`config.mk`:
```
export PLATFORM = sky130hd
export DESIGN_NAME = dras_ram
export DESIGN_NICKNAME = d
export VERILOG_FILES = /design/src/rtl/core/dras_ram.sv
export SDC_FILE = /design/constraint.sdc
export NUM_CORES = 1
export LEC_CHECK = 0
export BUFFER_PORTS_ARGS = -buffer_cell sky130_fd_sc_hd__clkbuf_2
export CAP_MARGIN = 20
export CORE_MARGIN = 5
export CORE_UTILIZATION = 45
export DETAILED_ROUTE_END_ITERATION = 10
export PLACE_DENSITY = 0.65
export REMOVE_ABC_BUFFERS = 1
export SYNTH_ARGS = -nofsm -noshare
export SYNTH_HDL_FRONTEND = slang
export SYNTH_SLANG_ARGS = --single-unit
export TNS_END_PERCENT = 1
```
`constraint.sdc`:
```
create_clock -name i_clk -period 2.2 [get_ports i_clk]
set_input_delay 0.11 -clock i_clk [delete_from_list [all_inputs] [get_ports i_clk]]
set_output_delay 0.11 -clock i_clk [all_outputs]
set_load 0.005 [all_outputs]
```
`src/rtl/core/dras_ram.sv`:
```
// Generic single-write, single-read synchronous RAM with registered read data.
`default_nettype none

module dras_ram #(
    parameter int unsigned WIDTH = 8,
    parameter int unsigned DEPTH = 16
) (
    input  wire logic                     i_clk,
    input  wire logic                     i_we,
    input  wire logic [$clog2(DEPTH)-1:0] i_waddr,
    input  wire logic [WIDTH-1:0]         i_wdata,
    input  wire logic                     i_re,
    input  wire logic [$clog2(DEPTH)-1:0] i_raddr,
    output logic      [WIDTH-1:0]         o_rdata
);

    logic [WIDTH-1:0] r_mem [DEPTH];
    logic [WIDTH-1:0] r_rdata;

    always_ff @(posedge i_clk) begin
        if (i_we) begin
            r_mem[i_waddr] <= i_wdata;
        end
        if (i_re) begin
            r_rdata <= r_mem[i_raddr];
        end
    end

    assign o_rdata = r_rdata;

endmodule

`default_nettype wire

```
==> flow_metrics.env <==
export IMPL_status="complete, no violations"
export IMPL_h_tree_depth=4
export IMPL_slew_viol_final=0
export IMPL_critPathLaunchType="flip-flop"
export IMPL_crit_chain="mux4_1 > a22oi_1 > nand2_1"
export IMPL_vias_per_cell=5.49
export IMPL_synth_compound_area_share_pct=2.30
export IMPL_worst_slew_pin_slew_ns=0.652
export IMPL_dr_wl_met2_um=4760
export IMPL_ctsHoldBuffers=0
export IMPL_syn_to_final_growth_pct=17.4
export IMPL_rsz0062_at_grt="false"
export IMPL_cts_root_buf="clkbuf_16"
export IMPL_peakVddDrop_uv=492
export IMPL_yosys_most_used_dff="edfxtp_1"
export IMPL_antenna_found_initial=0
export IMPL_max_freq_mhz=667
export IMPL_die_area_um2=13900
export IMPL_yosysSeqAreaShare_pct=78.1
export IMPL_tns_ns=0
export IMPL_grt_usage_pct=14.8
export IMPL_yosysTopAreaCell="edfxtp_1"
export IMPL_syn_area_per_cell_um2=22.8
export IMPL_grt_pass1_wl_um=14900
export IMPL_drt_iter0_drc=197
export IMPL_arrival_ns=1.65
export IMPL_power_density_nw_per_um2=921
export IMPL_drc=0
export IMPL_synth_edf_count=136
export IMPL_crit_fanout=1
export IMPL_core_um2=11400
export IMPL_p_leak_nw=2.08
export IMPL_ctsLongestPathBuffers=2
export IMPL_cp_slowest_stage_delay_ns=0.50
export IMPL_synthAdderAreaFrac_pct=0
export IMPL_ys_seq_elements=136
export IMPL_finalCoreUtilization_pct=53.7
export IMPL_grt_pass1_vias=2560
export IMPL_clk_latency_ns=0.41
export IMPL_critPathSlowestCell="mux4_1"
export IMPL_num_rows=39
export IMPL_dr_pass1_iters=4
export IMPL_synth_xor_area_share_pct=0
export IMPL_vias=2411
export IMPL_synth_top_cell_area_share_pct=78.1
export IMPL_hpwl_um=6010
export IMPL_ioPinCount=27
export IMPL_hold_ws_ns=0.113
export IMPL_cp_num_buf_inv=0
export IMPL_die_w_um=118
export IMPL_clk_pin_slew_worst_paths_ns=0.06
export IMPL_cts_resized=0
export IMPL_grt_max_degree=33
export IMPL_endpoint_kind="flip-flop"
export IMPL_highest_layer="met4"
export IMPL_ys_types=18
export IMPL_setup_viol_count_final=0
export IMPL_synth_async_sr_flop_share_pct=0
export IMPL_cts_sinks=136
export IMPL_period_minus_slack_ns=1.50
export IMPL_syn_inst=229
export IMPL_min_path_type="in -> reg"
export IMPL_fillCellCount=901
export IMPL_synth_top_family_by_area="multiplexers"
export IMPL_synthTopCellsByArea="edfxtp_1, mux4_2, mux4_1, a22oi_1, nor2_1"
export IMPL_cap_violations=0
export IMPL_io_buffers=26
export IMPL_numCtsBuffers=17
export IMPL_hold_violations=0
export IMPL_post_route_period_util_pct=68.1
export IMPL_detail_route_wl_per_cell_um=21.6
export IMPL_wl_met1_um=4020
export IMPL_drtAntennaViolNets=0
export IMPL_cts_tree="built"
export IMPL_path_class="reg -> reg"
export IMPL_nNetsFinal=302
export IMPL_critPathRequiredTime_ns=2.35
export IMPL_diodes=0
export IMPL_fin_worst_skew_ns=0.00891
export IMPL_syn_area_um2=5230
export IMPL_dieHeight_um=118
export IMPL_synthMuxAreaShare_pct=14.8
export IMPL_wl_met3_um=529
export IMPL_start_util_pct=45.8
export IMPL_yosys_area_share_simple_pct=3.14
export IMPL_layout_commonest_cell="edfxtp_1"
export IMPL_drt_total_wl_um=9470
export IMPL_layout_common_cells="edfxtp_1, clkbuf_2, mux4_2, clkbuf_16, buf_4"
export IMPL_slew_headroom_pct=56.4
export IMPL_cp_top_family="multiplexers"
export IMPL_ys_warnings_count=0
export IMPL_gp_congestion=0.722
export IMPL_drive_above_1_share_pct=30.1
export IMPL_postCtsSetupRepairBufs=0
export IMPL_gr_total_overflow=0
## cell type report
class | count | area, um2 | share of cell area, %
Clock buffer | 18 | 429 | 6.99
Multi-Input combinational cell | 83 | 1060 | 17.2
Tap cell | 143 | 179 | 2.92
Sequential cell | 136 | 4080 | 66.5
Timing Repair Buffer | 45 | 298 | 4.85
Clock inverter | 14 | 90.1 | 1.47
## layer usage
metal  vias up  GRT usage [%]
met3         9           5.43
met4         0           5.38
li1       1094              -
met1      1246           18.8
met5         -              0
met2        62           23.4
## worst reg2reg max path, stage by stage (launching register included)
cell and delay (ns):
edfxtp_1 0.35, mux4_1 0.50, a22oi_1 0.29, nand2_1 0.10
## per-stage QoR
stage | setup slack, ns | instance area [um2] | cells | power [mW]
after floorplan | 0.597 | 5140 | 219 | 3.10
after global placement | 0.454 | 5620 | 407 | 3.25
after detailed placement | 0.449 | 5620 | 407 | 3.26
after CTS | 0.680 | 6140 | 439 | 5.70
after global routing | 0.592 | 6140 | 439 | 5.85
final | 0.701 | 6140 | 439 | 5.65
## power breakdown
group	switching (mW)	leakage, nW	internal [mW]
Combinational	0.145	0.588	0.113
Clock	0.945	0.258	1.51
Sequential	0.0167	1.24	2.92
## cells in the mapped netlist, types with 2 or more instances
cell type        number
a22oi_1              16
buf_2                 3
buf_6                 3
clkdlybuf4s25_2       3
edfxtp_1            136
mux4_1               14
mux4_2               18
nand2_1               9
nand2b_1              2
nand3b_1              2
nor2_1               13
nor3_1                4
## cells by family after synthesis
logic type	count (synthesis)
AOI/OAI and AO/OA	16
and+or+nand+nor	35
DFF	136
buffers and inverters	10
muxes	32
## final timing paths
kind	start	end	slack, ns	cells after the start
setup / recovery	r_mem[1][3]	o_rdata[3]	0.70	3
hold / removal	i_re	o_rdata[6]	0.11	1
setup reg to reg	r_mem[1][3]	o_rdata[3]	0.70	3
hold reg to reg	r_mem[8][4]	o_rdata[4]	0.75	3
## flip-flops by register name, summed over array words and instances (netlist names)
signal,flops
r_mem,128
o_rdata,8
Power figures use the tool's default switching activity.
