**src/rtl/core/dras_pkg.sv**
```systemverilog
// Shared types and codes for the deferred-release slot allocator.
`default_nettype none

package dras_pkg;

    localparam int unsigned IDX_W  = 15;
    localparam int unsigned HEAP_W = 32;

    localparam logic [1:0] OP_ALLOC   = 2'd0;
    localparam logic [1:0] OP_RELEASE = 2'd1;
    localparam logic [1:0] OP_RECLAIM = 2'd2;

    localparam logic [2:0] ST_GRANTED   = 3'd0;
    localparam logic [2:0] ST_EXHAUSTED = 3'd1;
    localparam logic [2:0] ST_RELEASED  = 3'd2;
    localparam logic [2:0] ST_RESERVED  = 3'd3;
    localparam logic [2:0] ST_NOT_OCC   = 3'd4;
    localparam logic [2:0] ST_PEND_FULL = 3'd5;
    localparam logic [2:0] ST_RECLAIMED = 3'd6;
    localparam logic [2:0] ST_NONE_PEND = 3'd7;

    localparam logic [1:0] DW_NONE     = 2'd0;
    localparam logic [1:0] DW_TEXTURE  = 2'd1;
    localparam logic [1:0] DW_FALLBACK = 2'd2;

    typedef struct packed {
        logic [2:0]        status;
        logic [IDX_W-1:0]  result_index;
        logic [HEAP_W-1:0] heap_slot;
        logic [1:0]        descriptor_write;
        logic              last;
    } t_result;

endpackage

`default_nettype wire

```
**src/rtl/core/dras_seq.sv**
```systemverilog
// Sequencer: counters, read-modify-write control of the three memories, result forming.
`default_nettype none

module dras_seq #(
    parameter int unsigned SLOTS         = 32768,
    parameter int unsigned RESERVED_LAST = 2,
    parameter int unsigned PENDING_DEPTH = 64,
    parameter int unsigned PARITIES      = 2,
    localparam int unsigned IW  = $clog2(SLOTS),
    localparam int unsigned PAW = (PENDING_DEPTH > 1) ? $clog2(PENDING_DEPTH) : 1,
    localparam int unsigned PBW = $clog2(PARITIES),
    localparam int unsigned PDEPTH = 2 ** (PBW + PAW)
) (
    input  wire logic                      i_clk,
    input  wire logic                      i_rst_n,
    // Item side
    input  wire logic                      i_in_valid,
    output logic                           o_in_stall,
    input  wire logic [1:0]                i_operation,
    input  wire logic [dras_pkg::IDX_W-1:0] i_slot_index,
    input  wire logic                      i_frame_parity,
    input  wire logic [dras_pkg::HEAP_W-1:0] i_heap_base,
    // Result side
    input  wire logic                      i_res_free,
    output logic                           o_res_valid,
    output dras_pkg::t_result              o_res,
    // Occupied-bit memory
    output logic                           o_occ_we,
    output logic [IW-1:0]                  o_occ_waddr,
    output logic                           o_occ_wdata,
    output logic                           o_occ_re,
    output logic [IW-1:0]                  o_occ_raddr,
    input  wire logic                      i_occ_rdata,
    // Free stack memory
    output logic                           o_stk_we,
    output logic [IW-1:0]                  o_stk_waddr,
    output logic [IW-1:0]                  o_stk_wdata,
    output logic                           o_stk_re,
    output logic [IW-1:0]                  o_stk_raddr,
    input  wire logic [IW-1:0]             i_stk_rdata,
    // Pending list memory
    output logic                           o_pnd_we,
    output logic [$clog2(PDEPTH)-1:0]      o_pnd_waddr,
    output logic [IW-1:0]                  o_pnd_wdata,
    output logic                           o_pnd_re,
    output logic [$clog2(PDEPTH)-1:0]      o_pnd_raddr,
    input  wire logic [IW-1:0]             i_pnd_rdata
);

    localparam int unsigned CW  = $clog2(SLOTS + 1);
    localparam int unsigned PCW = $clog2(PENDING_DEPTH + 1);
    localparam int unsigned XW  = (CW > dras_pkg::IDX_W) ? CW : dras_pkg::IDX_W;

    localparam logic S_IDLE = 1'b0;
    localparam logic S_EXEC = 1'b1;

    logic                        r_state, n_state;
    logic [1:0]                  r_op;
    logic [dras_pkg::IDX_W-1:0]  r_sidx;
    logic                        r_par;
    logic [CW-1:0]               r_fc, n_fc;
    logic [CW-1:0]               r_nf, n_nf;
    logic [PCW-1:0]              r_pcnt [PARITIES];
    logic [PCW-1:0]              n_pcnt;
    logic                        n_pcnt_we;
    logic [PCW-1:0]              r_drain, n_drain;

    logic                        w_accept;
    logic [CW-1:0]               w_fc_m1;
    logic [XW-1:0]               w_in_sidx_x;
    logic [XW-1:0]               w_sidx_x;
    logic [PBW-1:0]              w_pidx;
    logic [PCW-1:0]              w_n;
    logic [PCW-1:0]              w_drain_p1;
    logic [IW-1:0]               w_idx;
    logic                        w_last;

    assign w_accept    = i_in_valid && (r_state == S_IDLE);
    assign o_in_stall  = (r_state != S_IDLE);
    assign w_fc_m1     = r_fc - CW'(1);
    assign w_in_sidx_x = XW'(i_slot_index);
    assign w_sidx_x    = XW'(r_sidx);
    assign w_pidx      = PBW'(r_par);
    assign w_n         = r_pcnt[w_pidx];
    assign w_drain_p1  = r_drain + PCW'(1);
    assign w_last      = (r_drain == (w_n - PCW'(1)));

    // Reads are issued at the accepting edge; the data is used in the execute cycle.
    assign o_stk_re    = w_accept && (i_operation == dras_pkg::OP_ALLOC);
    assign o_stk_raddr = w_fc_m1[IW-1:0];
    assign o_occ_re    = w_accept && (i_operation == dras_pkg::OP_RELEASE);
    assign o_occ_raddr = w_in_sidx_x[IW-1:0];

    always_comb begin
        n_state     = r_state;
        n_fc        = r_fc;
        n_nf        = r_nf;
        n_pcnt      = w_n;
        n_pcnt_we   = 1'b0;
        n_drain     = r_drain;
        w_idx       = '0;
        o_res_valid = 1'b0;
        o_res       = '0;
        o_res.last  = 1'b1;
        o_occ_we    = 1'b0;
        o_occ_waddr = w_sidx_x[IW-1:0];
        o_occ_wdata = 1'b0;
        o_stk_we    = 1'b0;
        o_stk_waddr = r_fc[IW-1:0];
        o_stk_wdata = i_pnd_rdata;
        o_pnd_we    = 1'b0;
        o_pnd_waddr = {w_pidx, w_n[PAW-1:0]};
        o_pnd_wdata = w_sidx_x[IW-1:0];
        o_pnd_re    = w_accept && (i_operation == dras_pkg::OP_RECLAIM);
        o_pnd_raddr = {PBW'(i_frame_parity), PAW'(0)};

        if (r_state == S_EXEC) begin
            case (r_op)
                dras_pkg::OP_ALLOC: begin
                    if (i_res_free) begin
                        o_res_valid = 1'b1;
                        n_state     = S_IDLE;
                        if ((r_fc == '0) && (r_nf >= CW'(SLOTS))) begin
                            o_res.status = dras_pkg::ST_EXHAUSTED;
                        end else begin
                            if (r_fc != '0) begin
                                w_idx = i_stk_rdata;
                                n_fc  = w_fc_m1;
                            end else begin
                                w_idx = r_nf[IW-1:0];
                                n_nf  = r_nf + CW'(1);
                            end
                            o_occ_we               = 1'b1;
                            o_occ_waddr            = w_idx;
                            o_occ_wdata            = 1'b1;
                            o_res.status           = dras_pkg::ST_GRANTED;
                            o_res.result_index     = dras_pkg::IDX_W'(w_idx);
                            o_res.heap_slot        = i_heap_base + dras_pkg::HEAP_W'(w_idx);
                            o_res.descriptor_write = dras_pkg::DW_TEXTURE;
                        end
                    end
                end
                dras_pkg::OP_RELEASE: begin
                    if (i_res_free) begin
                        o_res_valid = 1'b1;
                        n_state     = S_IDLE;
                        if ((w_sidx_x <= XW'(RESERVED_LAST)) || (w_sidx_x >= XW'(r_nf))
                                || (w_sidx_x >= XW'(SLOTS))) begin
                            o_res.status = dras_pkg::ST_RESERVED;
                        end else if (!i_occ_rdata) begin
                            o_res.status = dras_pkg::ST_NOT_OCC;
                        end else if (w_n >= PCW'(PENDING_DEPTH)) begin
                            o_res.status = dras_pkg::ST_PEND_FULL;
                        end else begin
                            o_occ_we           = 1'b1;
                            o_pnd_we           = 1'b1;
                            n_pcnt             = w_n + PCW'(1);
                            n_pcnt_we          = 1'b1;
                            o_res.status       = dras_pkg::ST_RELEASED;
                            o_res.result_index = r_sidx;
                        end
                    end
                end
                dras_pkg::OP_RECLAIM: begin
                    if (i_res_free) begin
                        o_res_valid = 1'b1;
                        if (w_n == '0) begin
                            o_res.status = dras_pkg::ST_NONE_PEND;
                            n_state      = S_IDLE;
                        end else begin
                            o_res.status           = dras_pkg::ST_RECLAIMED;
                            o_res.result_index     = dras_pkg::IDX_W'(i_pnd_rdata);
                            o_res.heap_slot        = i_heap_base
                                                     + dras_pkg::HEAP_W'(i_pnd_rdata);
                            o_res.descriptor_write = dras_pkg::DW_FALLBACK;
                            o_res.last             = w_last;
                            if (r_fc < CW'(SLOTS)) begin
                                o_stk_we = 1'b1;
                                n_fc     = r_fc + CW'(1);
                            end
                            if (w_last) begin
                                n_pcnt    = '0;
                                n_pcnt_we = 1'b1;
                                n_drain   = '0;
                                n_state   = S_IDLE;
                            end else begin
                                // Fetch the next queued entry while this one leaves.
                                n_drain     = w_drain_p1;
                                o_pnd_re    = 1'b1;
                                o_pnd_raddr = {w_pidx, w_drain_p1[PAW-1:0]};
                            end
                        end
                    end
                end
                default: begin
                    n_state = S_IDLE;
                end
            endcase
        end else if (w_accept) begin
            n_state = S_EXEC;
        end
    end

    always_ff @(posedge i_clk) begin
        if (!i_rst_n) begin
            r_state <= S_IDLE;
            r_fc    <= '0;
            r_nf    <= '0;
            r_drain <= '0;
            for (int p = 0; p < PARITIES; p++) begin
                r_pcnt[p] <= '0;
            end
        end else begin
            r_state <= n_state;
            r_fc    <= n_fc;
            r_nf    <= n_nf;
            r_drain <= n_drain;
            if (n_pcnt_we) begin
                r_pcnt[w_pidx] <= n_pcnt;
            end
        end
    end

    always_ff @(posedge i_clk) begin
        if (w_accept) begin
            r_op   <= i_operation;
            r_sidx <= i_slot_index;
            r_par  <= i_frame_parity;
        end
    end

    a_accept_exec: assert property (@(posedge i_clk) disable iff (!i_rst_n)
        w_accept |=> (r_state == S_EXEC))
        else $error("accepted beat did not enter execute");

    a_last_idle: assert property (@(posedge i_clk) disable iff (!i_rst_n)
        (o_res_valid && o_res.last) |=> (r_state == S_IDLE))
        else $error("final result did not return sequencer to idle");

    a_free_le_fresh: assert property (@(posedge i_clk) disable iff (!i_rst_n)
        r_fc <= r_nf)
        else $error("free stack holds more slots than were ever handed out");

    a_fresh_bound: assert property (@(posedge i_clk) disable iff (!i_rst_n)
        r_nf <= CW'(SLOTS))
        else $error("bump counter passed the slot count");

    a_pend_bound: assert property (@(posedge i_clk) disable iff (!i_rst_n)
        (r_pcnt[0] <= PCW'(PENDING_DEPTH)) && (r_pcnt[PARITIES-1] <= PCW'(PENDING_DEPTH)))
        else $error("pending count passed the list depth");

endmodule

`default_nettype wire

```
**config.mk**
```make
export PLATFORM = sky130hd
export DESIGN_NAME = dras_seq
export DESIGN_NICKNAME = d
export VERILOG_FILES = /design/src/rtl/core/dras_pkg.sv /design/src/rtl/core/dras_seq.sv
export SDC_FILE = /design/constraint.sdc
export NUM_CORES = 1
export LEC_CHECK = 0
export ABC_AREA = 1
export BUFFER_PORTS_ARGS = -buffer_cell sky130_fd_sc_hd__buf_2
export CAP_MARGIN = 5
export CORE_MARGIN = 5
export CORE_UTILIZATION = 48
export DETAILED_ROUTE_END_ITERATION = 8
export PLACE_DENSITY_LB_ADDON = 0.25
export REMOVE_ABC_BUFFERS = 1
export SYNTH_ARGS = -nofsm -noshare
export SYNTH_HDL_FRONTEND = slang
export SYNTH_SLANG_ARGS = --single-unit
export TNS_END_PERCENT = 20
```
**constraint.sdc**
```tcl
create_clock -name i_clk -period 3.65 [get_ports i_clk]
set_input_delay 0.365 -clock i_clk [delete_from_list [all_inputs] [get_ports i_clk]]
set_output_delay 0.365 -clock i_clk [all_outputs]
set_load 0.02 [all_outputs]
```
==> results of run 1 <==
[metrics by stage]
| stage | power, mW | cell area [um2] | worst slack (ns) | TNS [ns] |
|---|---|---|---|---|
| 3_3_place_gp | 3.028 | 10620 | -0.05668 | -0.05760 |
| 5_1_grt | 5.040 | 11960 | -0.3115 | -5.917 |
| 3_5_place_dp | 3.046 | 10620 | -0.1089 | -0.2919 |
| 4_1_cts | 4.378 | 11530 | -0.03715 | -0.3101 |
| 6_report | 4.768 | 11960 | -0.1235 | -1.216 |
| 2_1_floorplan | 2.163 | 8481 | -0.4322 | -5.341 |
[worst paths after layout]
path                            cells past startpoint              end  slack, ns
worst max register to register                     15     r_pcnt[0][1]       0.57
worst min register to register                      2       r_drain[5]       0.49
worst min-delay path                                1  o_pnd_wdata[14]       0.21
worst max-delay path                               21        o_res[30]      -0.12
[power breakdown]
part	switching (mW)	total [mW]	internal (mW)	leakage, nW
registers	0.0327	0.918	0.886	0.650
logic	1.73	2.96	1.23	4.81
clock network	0.357	0.885	0.528	0.135
total	2.12	4.77	2.64	5.59
[kinds of logic (layout without fill, tap and decap cells)]
group           Yosys count  count (layout)  share of synthesized area
buf+inv                 285             565                     0.1436
flops                    73              73                     0.1972
compound gates          314             314                     0.1934
mux                       1               1                   0.001108
fa+ha+maj                63              63                    0.08892
simple gates            691             691                     0.3370
xor+xnor                 40              40                    0.03878
[flip-flops by register name, indices dropped and copies added (netlist names), named ones only]
name,flops
r_fc,16
r_par,1
r_nf,16
r_drain,7
o_in_stall,1
r_op,2
r_pcnt,14
o_pnd_wdata,15
[layout make-up]
cell class,count,share of cell area
tap,234,0.02448
clock inverter,7,0.005858
inverter,197,0.06328
timing repair buffer,352,0.1815
multi-input combinational,1109,0.5568
sequential,73,0.1493
clock buffer,9,0.01883
[cells in the mapped netlist (all sizes together) (27+ instances only)]
cell type / count
buf: 64
inv: 195
edfxtp: 32
a21oi: 147
ha: 61
nor2: 124
o21ai: 118
nor3: 35
nand4: 31
nand2: 357
nand3: 125
dfxtp: 41
xor2: 27
[layer usage]
metal / vias to the layer above / GRT usage
met4: 4 / 0.09879
li1: 5418 / -
met2: 516 / 0.5217
met5: - / 0
met3: 77 / 0.05244
met1: 5103 / 0.3845
[what timing repair did]
action | in CTS | in global routing
endpoints found under the setup margin | 27 | 47
gates resized for setup | 130 | 109
setup buffers | 12 | 13
pin swaps | 36 | 52
cloned | 2 | 0
==> metrics.md, run 1 <==
| Metric | Value |
|---|---|
| Status | `finished with violations` |
| Failing checks | `negative setup slack` |
| RSZ-0062 raised after global routing | `true` |
| Final core utilization | `0.6416` |
| Initial antenna violation count | `2` |
| Worst path cell trace | `inv_2 -> ha_4 -> inv_4 -> nor3_4 -> nand3_4 -> inv_6 -> buf_12 -> buf_6 -> nand2_2 -> o21ai_2 -> inv_2 -> ha_4 -> nand2_4 -> nor4_4 -> nand2_2 -> nand2_4 -> nand3_2 -> o21bai_1 -> nand3_2 -> a21oi_1 -> buf_4` |
| Worst setup margin | `-0.1235 ns` |
| Commonest non-fill, non-tap cell in the layout | `nand2_1` |
| CTS Buf Count | `9` |
| Area share of the leading cell type in the synthesized netlist | `0.1434` |
| Ratio of cells with drive above 1 in the final layout | `0.3205` |
| Mapped Area | `about 9000 um2` |
| Row cnt | `50` |
| CTS Sinks | `between 70 and 80` |
| Setup-failing EPs final | `20` |
| Pwr dens | `~400 nW/um2` |
| Total Routed Length | `roughly 35000 um` |
| Max_slew headroom | `0.4267` |
| Syn_area_per_cell | `slightly above 6 um2` |
| Final hold violation count | `0` |
| Max layer used | `met5` |
| Die Wd | `about 150 um` |
| DRC | `0` |
| Critical Path AT | `3.41 ns` |
| Placed Instances | `around 1900` |
| RD Place Congestion | `0.9985` |
| Worst path bufs/invs | `7` |
| Async S/R FF share, synth | `0` |
| Grt ovf | `0` |
| Final Max Tran Viols | `0` |
| CP Max Fanout | `7` |
| First-iteration detailed-routing DRC count | `approximately 850` |
| Crit. End Element | `output port` |
| WL/cell | `roughly 17 um` |
| Port Buffers | `between 200 and 300` |
| Pre-antenna DRT Iters | `6` |
| Clock Latency Late Sink | `about 0.34 ns` |
| Antenna fix cells | `0` |
| Seq. cell area | `about 1800 um2` |
| DR WL met3 | `2725 um` |
| I/O pin count | `approximately 250` |
| Chip height | `~150 um` |
| Via count | `roughly 11000` |
| H-tree levels | `3` |
| Final min period | `roughly 3.8 ns` |
| Max_cap viols | `0` |
| Hold Path Class | `input pin to flop` |
| Clock Root Buffer | `clkbuf_16` |
| Worst-Margin Slew | `0.8588 ns` |
| Max clock buf depth | `2` |
| Nets@finish | `approximately 1900` |
| Synth top area cells | `nand2_1, edfxtp_1, dfxtp_1` |
| Post-Layout Cell Count | `around 2000` |
| Seq/Total Area, Yosys | `0.1972` |
| Full die area | `21660 um2` |
| Filler cells | `around 1700` |
| Hold wc startpoint | `i_slot_index[14]` |
| DR WL met2 | `around 17000 um` |
| Dominant synthesized flop cell | `dfxtp_1` |
| Commonest non-fill, non-tap cells in the layout | `nand2_1, buf_2, inv_1, a21oi_1, buf_4` |
| Detail Route Antenna Nets | `0` |
| Largest net degree at the start of global routing | `38` |
| Max incr delay on CP | `~0.32 ns` |
| First-pass GRT wire length | `between 50000 and 60000 um` |
| P&R area growth vs syn | `32.41%` |
| Peak supply drop | `approximately 0.00029 V` |
| Synth Warn # | `0` |
| Post-synth EDFFs | `32` |
| Final Skew | `about 0.004 ns` |
| Area leader, netlist | `nand2_1` |
| WP data required | `3.28 ns` |
| Crit path launch type | `flop` |
| Minimum hold slack | `roughly 0.21 ns` |
| Top cell family by delay on the critical path | `simple AND/OR/NAND/NOR gates` |
| FMAX | `between 0.2 and 0.3 GHz` |
| Slowest cell on the critical path | `dfxtp_2` |
| Post-synthesis register bit count | `73` |
| Worst Setup SP | `r_fc[0]` |
| Total track usage | `0.3026` |
| Worst-path clk slew | `0.06 ns` |
| Crit Path Class | `flop to output port` |
| Area occupied by multi-input gates | `around 6700 um2` |
| Vias in the first global route | `10316` |
| Post-route met1 wirelength | `around 14000 um` |
| Final period util | `1.034` |
| Cell variety after synth | `52` |
| Leak Pwr | `around 5.6 nW` |
| Hold_buf cts | `0` |
| Initial Utilization | `0.4846` |
| Core ar. | `approximately 19000 um2` |
| Average via count per standard cell | `between 5 and 6` |
| HPWL Detailed | `~27000 um` |
| Mapped Cells | `between 1000 and 1500` |
| CTS tree | `done` |
(Power assumes the default switching activity.)
==> run 2, diff against run 1 <==
SKIP_LAST_GASP = 1   (was not set)
==> metrics.md, run 2 (synthesis results as in run 1) <==
| Metric | Value |
|---|---|
| Clock Root Buffer | `clkbuf_16` |
| Commonest non-fill, non-tap cells in the layout | `nand2_1, buf_2, inv_1, a21oi_1, nand3_1` |
| Chip height | `147.2 um (unchanged)` |
| Pwr dens | `397.7 nW/um2 (-0.23%)` |
| P&R area growth vs syn | `30.76%` |
| Initial Utilization | `0.4846 (unchanged)` |
| Final Skew | `0.004729 ns (+0.0008412 ns)` |
| R2R setup slack | `0.40 ns (-0.17 ns)` |
| Row cnt | `50 (unchanged)` |
| Final min period | `3.825 ns (+0.05134 ns)` |
| Full die area | `21660 um2 (unchanged)` |
| Leak Pwr | `5.566 nW (-0.49%)` |
| Setup tns final | `-2.074 ns (-0.8581 ns)` |
| Worst setup margin | `-0.1748 ns (-0.05134 ns)` |
| Setup-failing EPs final | `24 (+20%)` |
| Crit Path Class | `flop to output port` |
| Vias in the first global route | `10302 (-0.14%)` |
| Post-Layout Cell Count | `1977 (-0.20%)` |
| RSZ-0062 raised after global routing | `true` |
| Critical Path AT | `3.46 ns (+0.05 ns)` |
| Core ar. | `18640 um2 (unchanged)` |
| Initial antenna violation count | `2 (unchanged)` |
| Port Buffers | `250 (unchanged)` |
| Failing checks | `negative setup slack` |
| Total track usage | `0.3023 (-0.0003239)` |
| Worst-Margin Slew | `0.8456 ns (-0.01320 ns)` |
| Grt ovf | `0 (unchanged)` |
| Clock Latency Late Sink | `0.34 ns (about the same)` |
| Hold Path Stages | `1 (unchanged)` |
| Peak supply drop | `0.0002828 V (-1.2%)` |
| First-iteration detailed-routing DRC count | `840 (-1.1%)` |
| Hold Path Class | `input pin to flop` |
| CTS Buf Count | `9 (unchanged)` |
| Final Max Tran Viols | `0 (unchanged)` |
| Via count | `11087 (-0.28%)` |
| Detail Route Antenna Nets | `0 (unchanged)` |
| Final hold violation count | `0 (unchanged)` |
| Die Wd | `147.2 um (unchanged)` |
| Switching Share | `0.4457 (about the same)` |
| Commonest non-fill, non-tap cell in the layout | `nand2_1` |
| Worst-path clk slew | `0.06 ns (about the same)` |
| CP Max Fanout | `7 (unchanged)` |
| Average via count per standard cell | `5.608 (about the same)` |
| Combinational fraction of design power | `0.616 (-0.006)` |
| Pre-antenna DRT Iters | `6 (unchanged)` |
| H-tree levels | `3 (unchanged)` |
| Seq pwr share | `0.195 (+0.002)` |
| Placed Instances | `1939 (unchanged)` |
| Worst r2r path cells | `15 (unchanged)` |
| DRC | `0 (unchanged)` |
| HPWL Detailed | `26780 um (unchanged)` |
| Sw Pwr | `2.094 mW (-1.5%)` |
| Total Routed Length | `34400 um (-0.63%)` |
| RD Place Congestion | `0.9985 (unchanged)` |
| Nets@finish | `1886 (-0.21%)` |
| I/O pin count | `251 (unchanged)` |
| Max_cap viols | `0 (unchanged)` |
| WP data required | `3.28 ns (about the same)` |
| Status | `finished with violations` |
| Crit. End Element | `output port` |
| First-pass GRT wire length | `53630 um (-0.13%)` |
| Seq. cell area | `1784 um2 (about the same)` |
| Largest net degree at the start of global routing | `38 (unchanged)` |
| Area occupied by multi-input gates | `6586 um2 (-1.1%)` |
| Final period util | `1.048 (+0.01407)` |
| Max clock buf depth | `2 (unchanged)` |
| Filler cells | `1757 (+1.7%)` |
| Pre-CTS WS | `-0.1089 ns (unchanged)` |
| Cell-internal power | `2.604 mW (-1.5%)` |
| CTS Sinks | `73 (unchanged)` |
| Ratio of cells with drive above 1 in the final layout | `0.3075 (-0.01303)` |
| Clock share of power | `0.188 (+0.002)` |
| Antenna fix cells | `0 (unchanged)` |
| Crit path launch type | `flop` |
| FMAX | `0.2615 GHz (-1.3%)` |
| WL/cell | `17.40 um (-0.43%)` |
| Max_slew headroom | `0.4355 (+0.008811)` |
| CTS tree | `done` |
| Total power draw | `4.698 mW (-1.5%)` |
==> run 2: cell count changes in the layout (fill, tap and decap cells not counted), moves of 4 or more <==
cell,before,now
buf_4,114,102
buf_2,225,236
inv_1,158,162
nand2_1,321,325
nand2_2,29,25
nor2_1,99,103
==> run 2: worst max-delay path, cell delays in order, from the launching register on <==
cell	delay (ns)
dfxtp_2	0.32
inv_2	0.08
ha_4	0.15
inv_4	0.04
nor3_4	0.21
nand3_4	0.12
inv_6	0.12
buf_12	0.13
nand2_1	0.07
o21ai_0	0.11
inv_2	0.12
ha_4	0.29
nand2_1	0.13
o21ai_1	0.25
a21oi_1	0.07
buf_4	0.17
o21ai_4	0.14
a21oi_2	0.08
inv_1	0.08
nand3_1	0.07
nand3_1	0.10
a21oi_1	0.08
buf_4	0.21
==> run 2: through the flow <==
step | cell area, um2 | hold slack, ns | utilization
floorplan | 8481 | 0.4584 | -
global placement | 10620 | 0.4713 | 0.5697
detailed placement | 10620 | 0.4783 | 0.5697
CTS | 11520 | 0.2081 | 0.6181
global route | 11810 | 0.2003 | 0.6336
finish | 11810 | 0.2139 | 0.6336
==> run 2: power by group through the flow <==
stage	clock, mW	combinational (mW)	sequential [mW]
2_1_floorplan	0	1.21	0.958
3_3_place_gp	0	2.10	0.933
6_report	0.884	2.90	0.918
4_1_cts	0.894	2.56	0.917
3_5_place_dp	0	2.11	0.934
5_1_grt	0.942	3.10	0.921
==> run 2: what timing repair did <==
action / CTS / global route
resized for setup: 126 / 71
pin swaps: 35 / 38
gates cloned: 2 / 0
endpoints found under the setup margin: 27 / 47
hold buffers: 0 / 0
setup buffers: 12 / 9
==> run 2: layer usage <==
metal	GRT usage	routed length [um]	vias to the layer above
met3	0.05244	2885	85
met5	0	18	-
met2	0.5207	16480	550
met4	0.09879	1066	4
met1	0.3843	13950	5036
li1	-	-	5412
==> run 2: path summary, 6_finish.rpt <==
| kind | to | startpoint |
|---|---|---|
| setup / recovery | o_res[29] | r_fc[0] |
| hold / removal | o_pnd_wdata[14] | i_slot_index[14] |
| hold reg to reg | r_drain[5] | r_drain[5] |
| setup reg to reg | r_pcnt[0][1] | flop |
==> run 2: area by class of cell <==
cell class | instances | share of cell area
clock buffer | 9 | 0.01907
clock inverter | 7 | 0.005932
inverter | 197 | 0.06366
multi-input combinational | 1109 | 0.5576
sequential | 73 | 0.1510
tap | 234 | 0.02479
timing repair buffer | 348 | 0.1779
==> run 3, diff against run 2 <==
==> constraint.sdc (replaced) <==
create_clock -name i_clk -period 3.65 [get_ports i_clk]
set_input_delay 0.1825 -clock i_clk [delete_from_list [all_inputs] [get_ports i_clk]]
set_output_delay 0.1825 -clock i_clk [all_outputs]
set_load 0.02 [all_outputs]
==> metrics.md, run 3 (synthesis results as in run 1) <==
| Metric | Value |
|---|---|
| CTS tree | `done` |
| Slowest cell on the critical path | `dfxtp_2` |
| First-pass GRT wire length | `51530 um (-3.9%)` |
| Die Wd | `147.2 um (unchanged)` |
| Port Buffers | `250 (unchanged)` |
| Seq pwr share | `0.203 (+0.008)` |
| DRC | `0 (unchanged)` |
| Clock Root Buffer | `clkbuf_16` |
| Grt ovf | `0 (unchanged)` |
| Full die area | `21660 um2 (unchanged)` |
| Combinational fraction of design power | `0.605 (-0.011)` |
| Final min period | `3.681 ns (-0.1436 ns)` |
| CTS Sinks | `73 (unchanged)` |
| Setup-failing EPs final | `2 (-92%)` |
| Dpl cell area | `10320 um2 (-2.8%)` |
| Commonest non-fill, non-tap cell in the layout | `nand2_1` |
| Pre-antenna DRT Iters | `5 (-1)` |
| Max incr delay on CP | `0.33 ns (about the same)` |
| Final period util | `1.009 (-0.03934)` |
| Setup tns final | `-0.05690 ns (+2.017 ns)` |
| Crit. End Element | `output port` |
| Top cell family by delay on the critical path | `compound AO/OA/AOI/OAI gates` |
| Design area | `11550 um2 (-2.2%)` |
| Detail Route Antenna Nets | `0 (unchanged)` |
| Pwr dens | `393.0 nW/um2 (-1.2%)` |
| Leak Pwr | `5.403 nW (-2.9%)` |
| Placed Instances | `1901 (-2.0%)` |
| Initial Utilization | `0.4846 (unchanged)` |
| Total Routed Length | `34070 um (-0.96%)` |
| Max clock buf depth | `2 (unchanged)` |
| Status | `finished with violations` |
| HPWL Detailed | `26130 um (-2.4%)` |
| Crit Path Class | `flop to output port` |
| Worst path cell trace | `inv_4 -> ha_4 -> inv_4 -> nor3_4 -> nand3_4 -> inv_8 -> buf_4 -> clkbuf_16 -> o21ai_0 -> inv_1 -> ha_4 -> a21oi_4 -> o21ai_2 -> buf_4 -> a21oi_1 -> nand2_1 -> a21oi_1 -> o21ai_0 -> a21oi_1 -> buf_2` |
| I/O pin count | `251 (unchanged)` |
| Final Max Tran Viols | `0 (unchanged)` |
| RSZ-0062 raised after global routing | `true` |
| Average via count per standard cell | `5.632 (+0.44%)` |
| Initial antenna violation count | `1 (-1)` |
| Core ar. | `18640 um2 (unchanged)` |
| P&R area growth vs syn | `27.84%` |
| Peak supply drop | `0.0002847 V (+0.68%)` |
| Critical Path AT | `3.50 ns (+0.04 ns)` |
| Via count | `10927 (-1.4%)` |
| Row cnt | `50 (unchanged)` |
| Worst setup margin | `-0.03122 ns (+0.1436 ns)` |
| Critical Path Most Common Cell | `a21oi_1` |
| Ratio of cells with drive above 1 in the final layout | `0.2866 (-0.02088)` |
| Post-Layout Cell Count | `1940 (-1.9%)` |
| Antenna fix cells | `0 (unchanged)` |
| Largest net degree at the start of global routing | `38 (unchanged)` |
| Switching Share | `0.4507 (+0.005013)` |
| Clock Latency Late Sink | `0.33 ns (about the same)` |
| Chip height | `147.2 um (unchanged)` |
| WL/cell | `17.56 um (+0.93%)` |
| Nets@finish | `1849 (-2.0%)` |
| First-iteration detailed-routing DRC count | `1046 (+25%)` |
| FMAX | `0.2716 GHz (+3.9%)` |
| Cell-internal power | `2.493 mW (-4.3%)` |
| Failing checks | `negative setup slack` |
| Sw Pwr | `2.046 mW (-2.3%)` |
| R2R setup slack | `0.56 ns (+0.16 ns)` |
| WP data required | `3.47 ns (+0.19 ns)` |
| H-tree levels | `3 (unchanged)` |
| CP Max Fanout | `7 (unchanged)` |
| Hold Path Class | `input pin to flop` |
| Max_slew headroom | `0.3856 (-0.04984)` |
| Final hold violation count | `0 (unchanged)` |
| RD Place Congestion | `0.9932 (-0.53%)` |
| Pre-CTS WS | `-0.01103 ns (+0.09790 ns)` |
| Max_cap viols | `0 (unchanged)` |
| Total track usage | `0.2891 (-0.01323)` |
| Vias in the first global route | `10094 (-2.0%)` |
| CTS Buf Count | `9 (unchanged)` |
| Commonest non-fill, non-tap cells in the layout | `nand2_1, buf_2, inv_1, a21oi_1, nand3_1` |
| Hold_buf cts | `0 (unchanged)` |
| Final Skew | `0.005199 ns (+0.0004701 ns)` |
| Worst-path clk slew | `0.06 ns (about the same)` |
| Clock share of power | `0.193 (+0.005)` |
| Crit path launch type | `flop` |
| Worst path bufs/invs | `8 (unchanged)` |
| Worst-Margin Slew | `0.9205 ns (+0.07498 ns)` |
## run 3: cell types whose count changed in the layout (fill, tap and decap cells not counted), sizes merged
cell | previous run | this run
inv | 196 | 195
clkinvlp | 3 | 0
buf | 348 | 309
clkbuf | 9 | 14
clkinv | 4 | 5
## run 3: worst reg2reg max path: stages (launching register included)
cell and delay [ns]:
dfxtp_1 0.43, inv_2 0.16, nand2_1 0.10, nand2_2 0.11, inv_2 0.15, ha_1 0.22
nand3_2 0.13, nor2_4 0.13, nand3_2 0.15, nand3_1 0.12, nand2_1 0.06, nor2_2 0.14
nand2_2 0.10, o21ai_2 0.17, nand3_2 0.21, nand2_1 0.36
## run 3: worst paths after layout
check                                       from               to  depth (start not counted)
worst max-delay path                     r_fc[1]        o_res[13]                         20
worst min-delay path            i_slot_index[14]  o_pnd_wdata[14]                          1
worst min register to register        r_drain[5]       r_drain[5]                          2
worst max register to register              flop     r_pcnt[1][1]                         15
## run 3: final cells by class
type / count / area (um2)
sequential: 73 / 1784
multi-input combinational: 1109 / 6601
timing repair buffer: 311 / 1822
tap: 234 / 292.8
inverter: 197 / 757.0
clock inverter: 4 / 45.04
fill: 1768 / 7094
clock buffer: 12 / 246.5
## run 3: what timing repair did
| item | in CTS | in global routing |
|---|---|---|
| buffers inserted | 2 | 18 |
| gates cloned | 1 | 2 |
| gates resized for setup | 63 | 125 |
| hold endpoints to repair | 0 | 0 |
| endpoints found under the setup margin | 23 | 28 |
| pin swaps | 12 | 41 |
## run 3: per-layer routing
metal | up-vias | track usage | wire [um]
met3 | 78 | 0.03979 | 2797
met1 | 4997 | 0.3737 | 14010
met2 | 512 | 0.5048 | 16290
met5 | - | 0 | 9
met4 | 2 | 0.08062 | 966
li1 | 5338 | - | -
## run 3: through the flow
stage / util / hold WS, ns / total power [mW]
floorplan: - / 0.2814 / 2.163
global placement: 0.5537 / 0.3711 / 2.834
detailed placement: 0.5537 / 0.3724 / 2.846
CTS: 0.5842 / 0.02913 / 3.932
global route: 0.6195 / 0.03284 / 4.776
finish: 0.6195 / 0.03378 / 4.539
## run 3: power groups by stage
stage	logic [mW]	registers, mW	clock network (mW)
finish	2.74	0.919	0.875
global route	2.93	0.922	0.923
CTS	2.13	0.918	0.885
detailed placement	1.91	0.935	0
global placement	1.90	0.933	0
floorplan	1.21	0.958	0
